**src/rtl/core/lpr_pkg.sv**
```systemverilog
// ----------------------------------------------------------------------------
// lpr_pkg
// Shared widths, reset values and controller command type for the LRU page
// replacement block.
// ----------------------------------------------------------------------------
package lpr_pkg;

  localparam int unsigned PAGE_W = 4;  // page number width
  localparam int unsigned FRM_W  = 3;  // frame limit register width
  localparam int unsigned RES_W  = 3;  // resident count width

  localparam logic [FRM_W-1:0] FRAMES_RST = 3'd4;

  // Commands from the controller to the datapath.
  typedef struct packed {
    logic load;     // capture the referenced page
    logic compare;  // compare the page against the recency list
    logic update;   // reorder the list and register the result
  } cmd_t;

endpackage

```
**src/rtl/core/lpr_ctrl.sv**
```systemverilog
// ----------------------------------------------------------------------------
// lpr_ctrl
// Sequencer: load, compare, update, then strobe the result.
// ----------------------------------------------------------------------------
module lpr_ctrl (
  input  logic          clk_i,
  input  logic          rst_ni,
  input  logic          start_i,
  output logic          busy_o,
  output logic          done_o,
  output lpr_pkg::cmd_t cmd_o
);

  typedef enum logic [1:0] {
    ST_IDLE,
    ST_CMP,
    ST_UPD
  } state_e;

  state_e state_q;
  logic   done_q;

  always_ff @(posedge clk_i or negedge rst_ni) begin
    if (!rst_ni) begin
      state_q <= ST_IDLE;
      done_q  <= 1'b0;
    end else begin
      done_q <= (state_q == ST_UPD);
      unique case (state_q)
        ST_IDLE: begin
          if (start_i) begin
            state_q <= ST_CMP;
          end
        end
        ST_CMP:  state_q <= ST_UPD;
        ST_UPD:  state_q <= ST_IDLE;
        default: state_q <= ST_IDLE;
      endcase
    end
  end

  assign busy_o        = (state_q != ST_IDLE);
  assign done_o        = done_q;
  assign cmd_o.load    = start_i && (state_q == ST_IDLE);
  assign cmd_o.compare = (state_q == ST_CMP);
  assign cmd_o.update  = (state_q == ST_UPD);

endmodule

```
**src/rtl/core/lpr_datapath.sv**
```systemverilog
// ----------------------------------------------------------------------------
// lpr_datapath
// Recency list, occupancy count, frame limit register and result registers.
// ----------------------------------------------------------------------------
module lpr_datapath #(
  parameter int unsigned MAX_FRAMES = 4,
  parameter int unsigned PAGE_COUNT = 16
) (
  input  logic                       clk_i,
  input  logic                       rst_ni,
  input  lpr_pkg::cmd_t              cmd_i,
  input  logic                       cfg_we_i,
  input  logic [lpr_pkg::FRM_W-1:0]  cfg_wdata_i,
  input  logic [lpr_pkg::PAGE_W-1:0] page_number_i,
  output logic                       hit_o,
  output logic                       evict_valid_o,
  output logic [lpr_pkg::PAGE_W-1:0] evicted_page_o,
  output logic [lpr_pkg::RES_W-1:0]  resident_count_o
);

  localparam int unsigned PW = lpr_pkg::PAGE_W;
  localparam int unsigned CW = $clog2(MAX_FRAMES + 1);
  localparam int unsigned WW = (CW > lpr_pkg::FRM_W) ? CW : lpr_pkg::FRM_W;
  localparam int unsigned IW = (MAX_FRAMES > 1) ? $clog2(MAX_FRAMES) : 1;
  localparam logic [PW:0] PC_SAT =
    (PAGE_COUNT > (1 << PW)) ? (PW+1)'(1 << PW) : (PW+1)'(PAGE_COUNT);
  localparam logic [WW-1:0] MAX_W = WW'(MAX_FRAMES);

  logic [lpr_pkg::FRM_W-1:0] frames_q;
  logic [CW-1:0]             occ_q, occ_d;
  logic [PW-1:0]             page_q;
  logic [PW-1:0]             entry_q [MAX_FRAMES];
  logic [MAX_FRAMES-1:0]     match_q, match_d;
  logic                      hit_q, evict_q;
  logic [PW-1:0]             evicted_q;
  logic [lpr_pkg::RES_W-1:0] res_q;

  logic [PW:0]           page_mod;
  logic [WW-1:0]         occ_w, frm_w, limit, bound;
  logic                  hit, evict;
  logic [CW-1:0]         tail;
  logic [MAX_FRAMES-1:0] shift_en;

  // Fold the page number into the table range by repeated subtraction.
  always_comb begin
    page_mod = {1'b0, page_number_i};
    for (int k = 0; k < 8; k++) begin
      if (page_mod >= PC_SAT) begin
        page_mod = page_mod - PC_SAT;
      end
    end
  end

  always_comb begin
    occ_w = WW'(occ_q);
    frm_w = WW'(frames_q);
    if (frm_w == '0) begin
      limit = WW'(1);
    end else if (frm_w > MAX_W) begin
      limit = MAX_W;
    end else begin
      limit = frm_w;
    end
    hit   = |match_q;
    evict = !hit && (occ_w >= limit) && (occ_w != '0);
    tail  = occ_q - CW'(1);
    bound = evict ? (occ_w - WW'(1)) : occ_w;
    for (int i = 0; i < MAX_FRAMES; i++) begin
      match_d[i]  = (WW'(i) < occ_w) && (entry_q[i] == page_q);
      shift_en[i] = hit ? (|(match_q >> i)) : (WW'(i) <= bound);
    end
    occ_d = (!hit && !evict) ? (occ_q + CW'(1)) : occ_q;
  end

  // Control state.
  always_ff @(posedge clk_i or negedge rst_ni) begin
    if (!rst_ni) begin
      frames_q <= lpr_pkg::FRAMES_RST;
      occ_q    <= '0;
    end else begin
      if (cfg_we_i) begin
        frames_q <= cfg_wdata_i;
      end
      if (cmd_i.update) begin
        occ_q <= occ_d;
      end
    end
  end

  // Payload.
  always_ff @(posedge clk_i) begin
    if (cmd_i.load) begin
      page_q <= page_mod[PW-1:0];
    end
    if (cmd_i.compare) begin
      match_q <= match_d;
    end
    if (cmd_i.update) begin
      entry_q[0] <= page_q;
      for (int i = 1; i < MAX_FRAMES; i++) begin
        if (shift_en[i]) begin
          entry_q[i] <= entry_q[i-1];
        end
      end
      hit_q     <= hit;
      evict_q   <= evict;
      evicted_q <= evict ? entry_q[tail[IW-1:0]] : '0;
      res_q     <= lpr_pkg::RES_W'(occ_d);
    end
  end

  assign hit_o            = hit_q;
  assign evict_valid_o    = evict_q;
  assign evicted_page_o   = evicted_q;
  assign resident_count_o = res_q;

endmodule

```
**src/rtl/core/lru_page_replacement.sv**
```systemverilog
// ----------------------------------------------------------------------------
// lru_page_replacement
// Least-recently-used page replacement over up to MAX_FRAMES frames.
// ----------------------------------------------------------------------------
//
//  channel   | ports                                        | handshake
//  ----------+----------------------------------------------+-------------------
//  request   | page_number_i                                | start & !busy
//  result    | hit_o, evict_valid_o, evicted_page_o,        | result_valid_o,
//            | resident_count_o                             | one-cycle strobe
//  config    | cfg_wdata_i (frame limit)                    | cfg_we_i
//
//  A reference steps through capture, compare against the recency list
//  and reorder. The result strobes in the cycle after the reorder, in the
//  same cycle the block drops busy, so the next transaction may be taken
//  in the cycle the result strobes, not before. The compare and reorder
//  each work on all frames in parallel. Reset empties the list and loads
//  a frame limit of 4. The receiver cannot stall: each strobe lasts one cycle.
//
module lru_page_replacement #(
  parameter int unsigned MAX_FRAMES = 4,
  parameter int unsigned PAGE_COUNT = 16
) (
  input  logic                       clk_i,
  input  logic                       rst_ni,
  // request
  input  logic                       start,
  output logic                       busy,
  input  logic [lpr_pkg::PAGE_W-1:0] page_number_i,
  // result
  output logic                       result_valid_o,
  output logic                       hit_o,
  output logic                       evict_valid_o,
  output logic [lpr_pkg::PAGE_W-1:0] evicted_page_o,
  output logic [lpr_pkg::RES_W-1:0]  resident_count_o,
  // frame limit register
  input  logic                       cfg_we_i,
  input  logic [lpr_pkg::FRM_W-1:0]  cfg_wdata_i
);

  lpr_pkg::cmd_t cmd;

  // Sequence each transaction: capture, compare, update.
  lpr_ctrl u_ctrl (
    .clk_i   (clk_i),
    .rst_ni  (rst_ni),
    .start_i (start),
    .busy_o  (busy),
    .done_o  (result_valid_o),
    .cmd_o   (cmd)
  );

  // Hold the recency list; on a hit advance the page to the front, on a
  // miss drop the tail when the frames are full and insert at the front.
  lpr_datapath #(
    .MAX_FRAMES (MAX_FRAMES),
    .PAGE_COUNT (PAGE_COUNT)
  ) u_datapath (
    .clk_i            (clk_i),
    .rst_ni           (rst_ni),
    .cmd_i            (cmd),
    .cfg_we_i         (cfg_we_i),
    .cfg_wdata_i      (cfg_wdata_i),
    .page_number_i    (page_number_i),
    .hit_o            (hit_o),
    .evict_valid_o    (evict_valid_o),
    .evicted_page_o   (evicted_page_o),
    .resident_count_o (resident_count_o)
  );

endmodule

```
**config.mk**
```make
export PLATFORM = sky130hd
export DESIGN_NAME = lru_page_replacement
export DESIGN_NICKNAME = d
export VERILOG_FILES = /design/src/rtl/core/lpr_pkg.sv /design/src/rtl/core/lpr_ctrl.sv /design/src/rtl/core/lpr_datapath.sv /design/src/rtl/core/lru_page_replacement.sv
export SDC_FILE = /design/constraint.sdc
export NUM_CORES = 1
export LEC_CHECK = 0
export ABC_AREA = 1
export BUFFER_PORTS_ARGS = -buffer_cell sky130_fd_sc_hd__buf_2
export CAP_MARGIN = 15
export CORE_MARGIN = 5
export CORE_UTILIZATION = 25
export CTS_BUF_LIST = sky130_fd_sc_hd__clkbuf_8
export DETAILED_ROUTE_END_ITERATION = 8
export PLACE_DENSITY = 0.45
export SLEW_MARGIN = 20
export SYNTH_ARGS = -nofsm -noshare
export SYNTH_HDL_FRONTEND = slang
export SYNTH_HIERARCHICAL = 1
export SYNTH_SLANG_ARGS = --single-unit
```
**constraint.sdc**
```tcl
create_clock -name clk_i -period 2.5 [get_ports clk_i]
set_clock_uncertainty 0.05 [all_clocks]
set_input_delay 0.25 -clock clk_i [delete_from_list [all_inputs] [get_ports clk_i]]
set_output_delay 0.25 -clock clk_i [all_outputs]
set_load 0.005 [all_outputs]
```
==> key figures, run 1 <==
Run status
  • Status: finished clean

Synth
  • Syn Area/Cell: 10.5 um2
  • Asr flop ratio synth: 21.4%
  • Synthesized instance count: 200
  • Mapped cell area: 0.00209 mm2
  • Post-synth EDFFs: 33
  • Seq cells post-synth: 42
  • Synth cell types: 37
  • Syn nets: 218
  • Main flop type after synthesis: edfxtp_1
  • Seq/Total Area, Yosys: 58.1%
  • Ys Warns: 6

Die
  • I/O Pins: 22
  • DIE WIDTH: 102 um
  • Starting density of the core: 25.6%
  • # rows: 33
  • Core area: 0.00818 mm2
  • Die Height: 102 um
  • Die ar.: 0.0103 mm2

Clocking
  • CTS tree: built
  • Post-CTS sizing: 0
  • TritonCTS buffer count: 5
  • Clock transition at path regs: 0.08 ns
  • Sink Count: 42
  • Worst-Skew Late Latency: 0.29 ns
  • CTS H-tree lvls: 2
  • Clk root buf: clkbuf_8
  • CTS Buffer Depth: 2

Placement
  • Cell total after placement: 326
  • RD Place Congestion: 0.856
  • PortBufs: 21
  • HPWL Detailed: 3.16 mm

Timing
  • F_max: 446 MHz
  • Setup TNS Final: 0 ns
  • Actual slew at the worst max-slew pin: 0.500 ns
  • Final hold vios: 0
  • RSZ-0062 raised after global routing: no
  • Pins Over Slew Limit: 0
  • Post-route minimum period: 2.24 ns
  • Slew headroom: 66.3%
  • Fraction of the cycle the final worst path needs: 89.6%
  • Hold Slack: 0.0838 ns
  • Final setup viols: 0

Hold path
  • HP Class: in2reg

Route
  • Wirelength, routed: 4.13 mm
  • Residual DRC: 0
  • Vias per std cell: 4.27
  • First drt pass iteration count: 4
  • Starting DRT DRC Count: 63
  • Final ANT Viol Nets: 0
  • Vias: 1,432
  • WL/cell: 12.3 um

Final layout
  • Layout cells sized above 1: 23.9%
  • FF/Latch Area: 0.00122 mm2
  • Final std cells w/o fill: 335
  • Most frequent cells in the layout: nand2_1 (38), edfxtp_1 (33), inv_1 (22)
  • Final net count: 247
  • # diodes: 0
  • Area of the multi-input gates: 732 um2
  • Number of fillers in the final layout: 871
  • Area Overhead vs Synth: 18.4%
  • Most common cell after layout, fill and taps aside: nand2_1

Worst setup path
  • CP endpoint kind: register
  • Req. time, crit path: 2.42 ns
  • WP data arrival: 2.16 ns
  • Critical path class: reg2reg
  • CP Launch Type: register
  • Crit-path max FO: 11
  • R2R Setup Slk: 0.26 ns

Power and ir drop
  • Combinational power share: 27.1%
  • Clock share of power: 30.2%
  • Peak VDD IR: 0.317 mV
  • Sw frac: 30.8%
  • Net Switching: 0.639 mW
  • Power Dens Cells: 836 mW/mm2
  • P_leak: 1.05 nW
  • Sequential Power Share: 42.7%
  • Pint: 1.43 mW

GRT
  • Number of global-route vias before repair: 1,303
  • Total grt overflow: 0
  • Largest net degree at the start of global routing: 22
  • Antenna violations before repair: 0
  • First-pass GRT wire length: 6.70 mm
  • Total GRT Usage: 8.66%

Run
  • Total of max-cap violations: 0
## worst max-delay path, stage by stage (launching register included)
cell	delay, ns
dfstp_2	0.53
inv_1	0.06
ha_1	0.29
nand2_1	0.05
inv_1	0.04
nand2_1	0.05
nand2_2	0.09
nand3_4	0.16
clkinv_4	0.10
nand2_4	0.06
nand2_1	0.06
nand2_1	0.07
a21oi_2	0.30
## per-layer routing
layer / share of wire [%] / global-route usage (%) / wire length, um / vias up
met5: 0 / 0 / 0 / -
met2: 41 / 12.5 / 1690 / 40
met4: 1.5 / 3.68 / 63 / 0
met3: 6.5 / 2.20 / 268 / 5
met1: 51 / 12.2 / 2110 / 655
li1: - / - / - / 732
## state kept, by name (all words and copies together), names as in the netlist
name,cells
u_ctrl/done_o,1
u_ctrl/state_q,2
u_datapath/entry_q,16
u_datapath/evict_valid_o,1
u_datapath/evicted_page_o,4
u_datapath/frames_q,3
u_datapath/hit_o,1
u_datapath/match_q,4
u_datapath/occ_q,3
u_datapath/page_q,4
u_datapath/resident_count_o,3
## through the flow
step	worst slack [ns]	utilization [%]	total power, mW	instance area (um2)
2_1_floorplan	0.318	-	1.27	2090
3_3_place_gp	0.269	28.6	1.45	2340
3_5_place_dp	0.272	28.6	1.46	2340
4_1_cts	0.274	30.3	2.09	2480
5_1_grt	0.126	30.3	2.21	2480
6_report	0.259	30.3	2.07	2480
## cells in the mapped netlist, types with 2 or more instances
master     n  area share [%]
a21oi_1    7             1.7
ha_1       7             4.2
nand2_1   38             6.8
or2_2      2            0.60
dfrtp_1    8             9.6
edfxtp_1  33              47
nor2_1    13             2.3
inv_1     22             3.9
nor4_1     2            0.60
inv_2      6             1.1
clkbuf_1   2            0.36
o21ai_1    3            0.72
xnor2_1    2            0.84
nand2_4    2             1.1
o21ai_0   16             3.8
nand4_1    2            0.60
xor2_1     5             2.1
nor3_1     2            0.48
nand3_1    4            0.96
nand2_2    4             1.2
o22ai_1    4             1.2
## what timing repair did
item / 4_1_cts / 5_1_grt
setup buffers: 0 / 0
endpoints found under the hold margin: 8 / 0
hold buffers: 1 / 0
## path summary, 6_finish.rpt
kind / start / endpoint / cells past startpoint
max: u_datapath/frames_q[2] / u_datapath/entry_q[3][3] / 12
min: page_number_i[2] / u_datapath/page_q[2] / 1
max reg2reg: u_datapath/frames_q[2] / u_datapath/entry_q[3][3] / 12
min reg2reg: u_ctrl/state_q[1] / u_ctrl/state_q[1] / 1
max in group asynchronous: rst_ni / u_datapath/frames_q[2] / 2
min in group asynchronous: rst_ni / u_datapath/occ_q[2] / 2
## cells by family after synthesis
family / after synthesis / synth area share, %
and+or+nand+nor: 72 / 16.7
adders and majority gates: 7 / 4.18
buffers and inverters: 34 / 6.93
AOI/OAI and AO/OA: 36 / 9.80
xor gates and xnor gates: 8 / 3.70
muxes: 1 / 0.538
DFF: 42 / 58.1
## power by group through the flow
| stage | Sequential, mW | Clock, mW | Combinational, mW |
|---|---|---|---|
| detailed placement | 0.900 | 0 | 0.559 |
| CTS | 0.885 | 0.647 | 0.562 |
| finish | 0.885 | 0.627 | 0.562 |
| floorplan | 0.894 | 0 | 0.381 |
| global placement | 0.900 | 0 | 0.553 |
| global route | 0.895 | 0.680 | 0.632 |
## final cells by class
class / instances / share of cell area [%]
Sequential cell: 42 / 49.1
Multi-Input combinational cell: 124 / 29.5
Timing Repair Buffer: 27 / 6.16
Tap cell: 105 / 5.30
Inverter: 29 / 4.59
Clock buffer: 5 / 2.77
Clock inverter: 3 / 2.57
(Power assumes the default switching activity.)
==> inputs of run 2 (changes only) <==
--- a/config.mk
+++ b/config.mk
@@ -9,10 +9,11 @@
 export BUFFER_PORTS_ARGS = -buffer_cell sky130_fd_sc_hd__buf_2
 export CAP_MARGIN = 15
 export CORE_MARGIN = 5
-export CORE_UTILIZATION = 25
+export CORE_UTILIZATION = 50
 export CTS_BUF_LIST = sky130_fd_sc_hd__clkbuf_8
 export DETAILED_ROUTE_END_ITERATION = 8
-export PLACE_DENSITY = 0.45
+export MAX_ROUTING_LAYER = met4
+export PLACE_DENSITY = 0.74
 export SLEW_MARGIN = 20
 export SYNTH_ARGS = -nofsm -noshare
 export SYNTH_HDL_FRONTEND = slang
==> key figures, run 2 (synthesis results as in run 1) <==
Final layout
  • Max reg flops: 16 (unchanged)
  • Area Overhead vs Synth: 13.7%
  • Most frequent cells in the layout: nand2_1 (38), edfxtp_1 (33), inv_1 (23)
  • # diodes: 0 (unchanged)
  • FF/Latch Area: 0.00122 mm2 (unchanged)
  • Fin area: 0.00238 mm2 (-4.0%)
  • Final net count: 246 (-0.40%)
  • Number of fillers in the final layout: 360 (-59%)
  • Most common cell after layout, fill and taps aside: nand2_1
  • Largest reg by FF count: u_datapath/entry_q
  • Area of the multi-input gates: 732 um2 (unchanged)
  • Layout cells sized above 1: 23.6% (-0.33 points)

Worst setup path
  • CP Launch Type: register
  • Crit-path max FO: 11 (unchanged)
  • Most used cell, CP: nand2_1
  • WP data arrival: 2.12 ns (-0.04 ns)
  • Req. time, crit path: 2.43 ns (about the same)
  • Crit-path cells: inv_1 > ha_1 > nand2_1 > inv_1 > nand2_1 > nand2_2 > nand3_4 > clkinv_4 > nand2_4 > nand2_1 > nand2_1 > a21oi_2
  • Bufs and invs on worst path: 3 (unchanged)
  • CP max-delay cell: dfstp_2
  • Critical path class: reg2reg
  • Delay of the slowest critical-path stage: 0.53 ns (about the same)
  • CP endpoint kind: register
  • Cell family with most CP delay: flip-flops

GRT
  • Total grt overflow: 0 (unchanged)
  • Number of global-route vias before repair: 1,388 (+6.5%)
  • Antenna violations before repair: 0 (unchanged)
  • Largest net degree at the start of global routing: 19 (-14%)
  • First-pass GRT wire length: 6.43 mm (-4.0%)
  • Total GRT Usage: 16.0% (+7.4 points)

Route
  • WL/cell: 13.1 um (+6.4%)
  • Vias: 1,416 (-1.1%)
  • DRT met1 WL: 1.68 mm (-20%)
  • Wirelength, routed: 3.66 mm (-11%)
  • Vias per std cell: 5.08 (+19%)
  • First drt pass iteration count: 4 (unchanged)
  • Residual DRC: 0 (unchanged)
  • Highest Signal Layer: met4
  • Starting DRT DRC Count: 142 (+130%)
  • Metal3 WL: 244 um (-9.0%)
  • Final ANT Viol Nets: 0 (unchanged)
  • Met2 wire length: 1.68 mm (-0.95%)

Clocking
  • CTS tree: built
  • CTS Buffer Depth: 2 (unchanged)
  • Setup repair bufs after CTS: 0 (unchanged)
  • Cts hold-fix bufs: 1 (unchanged)
  • CTS H-tree lvls: 2 (unchanged)
  • TritonCTS buffer count: 5 (unchanged)
  • Clk root buf: clkbuf_8
  • Worst-Skew Late Latency: 0.30 ns (about the same)
  • Clock transition at path regs: 0.08 ns (about the same)
  • Sink Count: 42 (unchanged)
  • Post-CTS sizing: 0 (unchanged)

Timing
  • Post-route minimum period: 2.19 ns (-0.0556 ns)
  • Pins Over Slew Limit: 0 (unchanged)
  • Setup TNS Final: 0 ns (unchanged)
  • Slew headroom: 69.9% (+3.6 points)
  • Actual slew at the worst max-slew pin: 0.447 ns (-0.0534 ns)
  • Hold Slack: 0.0806 ns (-0.00316 ns)
  • Final hold vios: 0 (unchanged)
  • Final setup viols: 0 (unchanged)
  • F_max: 458 MHz (+2.5%)
  • Fraction of the cycle the final worst path needs: 87.4% (-2.2 points)
  • RSZ-0062 raised after global routing: no

Die
  • Die Height: 74.7 um (-26%)
  • Die ar.: 0.00558 mm2 (-46%)
  • I/O Pins: 22 (unchanged)
  • Core area: 0.00403 mm2 (-51%)
  • Starting density of the core: 52.0% (+26 points)
  • DIE WIDTH: 74.7 um (-26%)
  • # rows: 23 (-30%)

Power and ir drop
  • Peak VDD IR: 0.472 mV (+49%)
  • P_leak: 1.03 nW (-1.4%)
  • Pint: 1.32 mW (-8.0%)
  • Sequential Power Share: 45.9% (+3.2 points)
  • Power Dens Cells: 813 mW/mm2 (-2.7%)
  • Net Switching: 0.616 mW (-3.5%)
  • Combinational power share: 27.4% (+0.3 points)
  • Sw frac: 31.8% (+1.0 points)
  • Clock share of power: 26.7% (-3.5 points)

Placement
  • PortBufs: 21 (unchanged)
  • Placed Area: 0.00226 mm2 (-3.3%)
  • HPWL Detailed: 2.83 mm (-10%)
  • RD Place Congestion: 0.906 (+5.8%)

Run
  • Total of max-cap violations: 0 (unchanged)

Run status
  • Status: finished clean

Hold path
  • HP Class: in2reg
[run 2: path summary, 6_finish.rpt]
path / start / end / slack (ns) / cells past startpoint
setup reg to reg: u_datapath/frames_q[2] / u_datapath/entry_q[3][0] / 0.31 / 12
hold reg to reg: u_datapath/entry_q[1][1] / u_datapath/entry_q[2][1] / 0.42 / 0
setup / recovery: u_datapath/frames_q[2] / u_datapath/entry_q[3][0] / 0.31 / 12
max in group asynchronous: rst_ni / u_datapath/frames_q[2] / 1.86 / 2
hold / removal: page_number_i[0] / u_datapath/page_q[0] / 0.08 / 1
min in group asynchronous: rst_ni / u_datapath/frames_q[0] / 0.29 / 2
[run 2: per-layer routing]
metal  up-vias  global-route usage, %
met1       644                   20.9
met4         0                   6.32
li1        728                      -
met5         -                      -
met2        37                   23.5
met3         7                   4.81
[run 2: worst reg2reg max path, cell delays in order, from the launching register on]
cell,delay (ns)
dfstp_2,0.53
inv_1,0.06
ha_1,0.30
nand2_1,0.05
inv_1,0.04
nand2_1,0.05
nand2_2,0.10
nand3_4,0.15
clkinv_4,0.10
nand2_4,0.06
nand2_1,0.06
nand2_1,0.06
a21oi_2,0.26
[run 2: power groups by stage]
stage | Clock, mW | Combinational (mW) | Sequential [mW]
finish | 0.517 | 0.531 | 0.888
detailed placement | 0 | 0.525 | 0.902
floorplan | 0 | 0.381 | 0.894
global placement | 0 | 0.511 | 0.899
global route | 0.577 | 0.594 | 0.896
CTS | 0.530 | 0.530 | 0.887
[run 2: per-stage QoR]
stage	total power, mW	std cells	util [%]	setup slack (ns)
2_1_floorplan	1.27	200	-	0.318
3_5_place_dp	1.43	270	56.1	0.315
6_report	1.94	279	59.1	0.315
3_3_place_gp	1.41	270	56.1	0.385
4_1_cts	1.95	279	59.1	0.296
5_1_grt	2.07	279	59.1	0.212
[run 2: area by class of cell]
cell class	count	area share [%]
Clock buffer	5	2.89
Clock inverter	3	1.73
Inverter	29	4.78
Multi-Input combinational cell	124	30.7
Sequential cell	42	51.1
Tap cell	50	2.63
Timing Repair Buffer	26	6.10
==> inputs of run 3 (changes only) <==
==> constraint.sdc (replaced) <==
create_clock -name clk_i -period 2.1 [get_ports clk_i]
set_clock_uncertainty 0.05 [all_clocks]
set_input_delay 0.21 -clock clk_i [delete_from_list [all_inputs] [get_ports clk_i]]
set_output_delay 0.21 -clock clk_i [all_outputs]
set_load 0.005 [all_outputs]
==> key figures, run 3 (synthesis results as in run 1) <==
Run status
  • Status: finished clean

Final layout
  • Area Overhead vs Synth: 18.8%
  • Number of fillers in the final layout: 350 (-2.8%)
  • Layout cells sized above 1: 30.5% (+6.9 points)
  • FF/Latch Area: 0.00122 mm2 (unchanged)
  • # diodes: 0 (unchanged)
  • Max reg flops: 16 (unchanged)
  • Post-layout util: 61.8% (+2.7 points)
  • Most common cell after layout, fill and taps aside: edfxtp_1
  • Largest reg by FF count: u_datapath/entry_q
  • Most frequent cells in the layout: edfxtp_1 (33), nand2_1 (32), buf_2 (21)
  • Area of the multi-input gates: 791 um2 (+8.0%)
  • Final net count: 253 (+2.8%)

Worst setup path
  • Crit-path max FO: 8 (-3)
  • Critical path class: reg2reg
  • Req. time, crit path: 2.04 ns (-0.39 ns)
  • WP data arrival: 2.02 ns (-0.10 ns)
  • CP Launch Type: register
  • CP endpoint kind: register

Clocking
  • TritonCTS buffer count: 5 (unchanged)
  • Sink Count: 42 (unchanged)
  • Clock transition at path regs: 0.07 ns (about the same)
  • CTS Buffer Depth: 2 (unchanged)
  • CTS tree: built
  • Clk root buf: clkbuf_8
  • Worst-Skew Late Latency: 0.29 ns (about the same)
  • CTS H-tree lvls: 2 (unchanged)

Timing
  • RSZ-0062 raised after global routing: yes
  • Post-route minimum period: 2.08 ns (-0.104 ns)
  • Actual slew at the worst max-slew pin: 0.518 ns (+0.0706 ns)
  • Final setup viols: 0 (unchanged)
  • F_max: 480 MHz (+5.0%)
  • Slew headroom: 65.2% (-4.8 points)
  • Pins Over Slew Limit: 0 (unchanged)
  • Fraction of the cycle the final worst path needs: 99.1% (+12 points)
  • Final hold vios: 0 (unchanged)

Route
  • WL/cell: 13.8 um (+5.4%)
  • Vias: 1,451 (+2.5%)
  • Final ANT Viol Nets: 0 (unchanged)
  • Wirelength, routed: 3.96 mm (+8.0%)
  • Starting DRT DRC Count: 143 (+0.70%)
  • Residual DRC: 0 (unchanged)
  • First drt pass iteration count: 4 (unchanged)
  • Vias per std cell: 5.07 (about the same)

GRT
  • First-pass GRT wire length: 6.21 mm (-3.4%)
  • Number of global-route vias before repair: 1,292 (-6.9%)
  • Total GRT Usage: 16.0% (-0.063 points)
  • Antenna violations before repair: 0 (unchanged)
  • Total grt overflow: 0 (unchanged)
  • Largest net degree at the start of global routing: 21 (+2)

Die
  • Core area: 0.00403 mm2 (unchanged)
  • I/O Pins: 22 (unchanged)
  • Starting density of the core: 52.0% (unchanged)
  • Die ar.: 0.00558 mm2 (unchanged)
  • DIE WIDTH: 74.7 um (unchanged)
  • Die Height: 74.7 um (unchanged)
  • # rows: 23 (unchanged)

Power and ir drop
  • Peak VDD IR: 0.795 mV (+69%)
  • Power Dens Cells: 961 mW/mm2 (+18%)
  • Pwr Total: 2.39 mW (+23%)
  • P_leak: 1.08 nW (+4.6%)

Hold path
  • HP Class: in2reg

Placement
  • RD Place Congestion: 0.923 (+1.8%)
  • PortBufs: 21 (unchanged)
  • HPWL Detailed: 2.90 mm (+2.3%)

Run
  • Total of max-cap violations: 0 (unchanged)
## run 3: through the flow
step	hold WS [ns]	cell area [um2]	cells	TNS (ns)	setup slack [ns]
floorplan	-0.136	2100	200	0	0.0316
global placement	0.0169	2290	274	0	0.0598
detailed placement	0.0244	2290	274	-0.164	-0.0349
CTS	0.0287	2420	283	0	0.000379
global route	0.0249	2490	286	-0.472	-0.0580
finish	0.0439	2490	286	0	0.0186
## run 3: layer usage
metal / vias up / GRT usage, % / routed length (um)
li1: 742 / - / -
met1: 653 / 19.8 / 1660
met4: 0 / 7.51 / 72
met3: 7 / 5.21 / 357
met2: 49 / 23.7 / 1860
met5: - / - / 0
## run 3: final timing paths
kind	start	to	slack [ns]	cells after the start
hold reg to reg	u_datapath/entry_q[1][1]	u_datapath/entry_q[2][1]	0.42	0
setup / recovery	u_datapath/frames_q[2]	u_datapath/entry_q[3][1]	0.02	12
hold / removal	page_number_i[3]	u_datapath/page_q[3]	0.04	1
min in group asynchronous	rst_ni	u_datapath/occ_q[2]	0.25	2
setup reg to reg	u_datapath/frames_q[2]	u_datapath/entry_q[3][1]	0.02	12
max in group asynchronous	rst_ni	u_datapath/frames_q[2]	1.51	2
## run 3: report_power, final
part | total, mW | internal [mW] | leakage (nW) | switching, mW
Combinational | 0.736 | 0.278 | 0.600 | 0.458
Sequential | 1.05 | 0.999 | 0.421 | 0.0553
Clock | 0.601 | 0.346 | 0.0607 | 0.255
Total | 2.39 | 1.62 | 1.08 | 0.768
## run 3: repair_timing
action,4_1_cts,5_1_grt
endpoints found under the hold margin,9,0
buffers inserted,0,3
gates resized for setup,2,13
hold buffers,1,0
setup endpoints to repair,8,12
pin swaps,0,7
## run 3: worst max-delay path, cell delays in order (launching register included)
cell      delay, ns
dfstp_2        0.54
a21oi_1        0.05
ha_1           0.27
inv_1          0.04
nand2_1        0.06
nand2_2        0.07
nand2_4        0.08
nand3_4        0.12
clkinv_4       0.10
nand2_2        0.05
nand2_2        0.08
nand2_4        0.06
a21oi_4        0.20
## run 3: final cells by class
cell class | instances | share of cell area, %
Multi-Input combinational cell | 124 | 31.8
Sequential cell | 42 | 48.9
Inverter | 29 | 4.58
Clock inverter | 3 | 1.51
Tap cell | 50 | 2.51
Timing Repair Buffer | 33 | 7.94
Clock buffer | 5 | 2.77
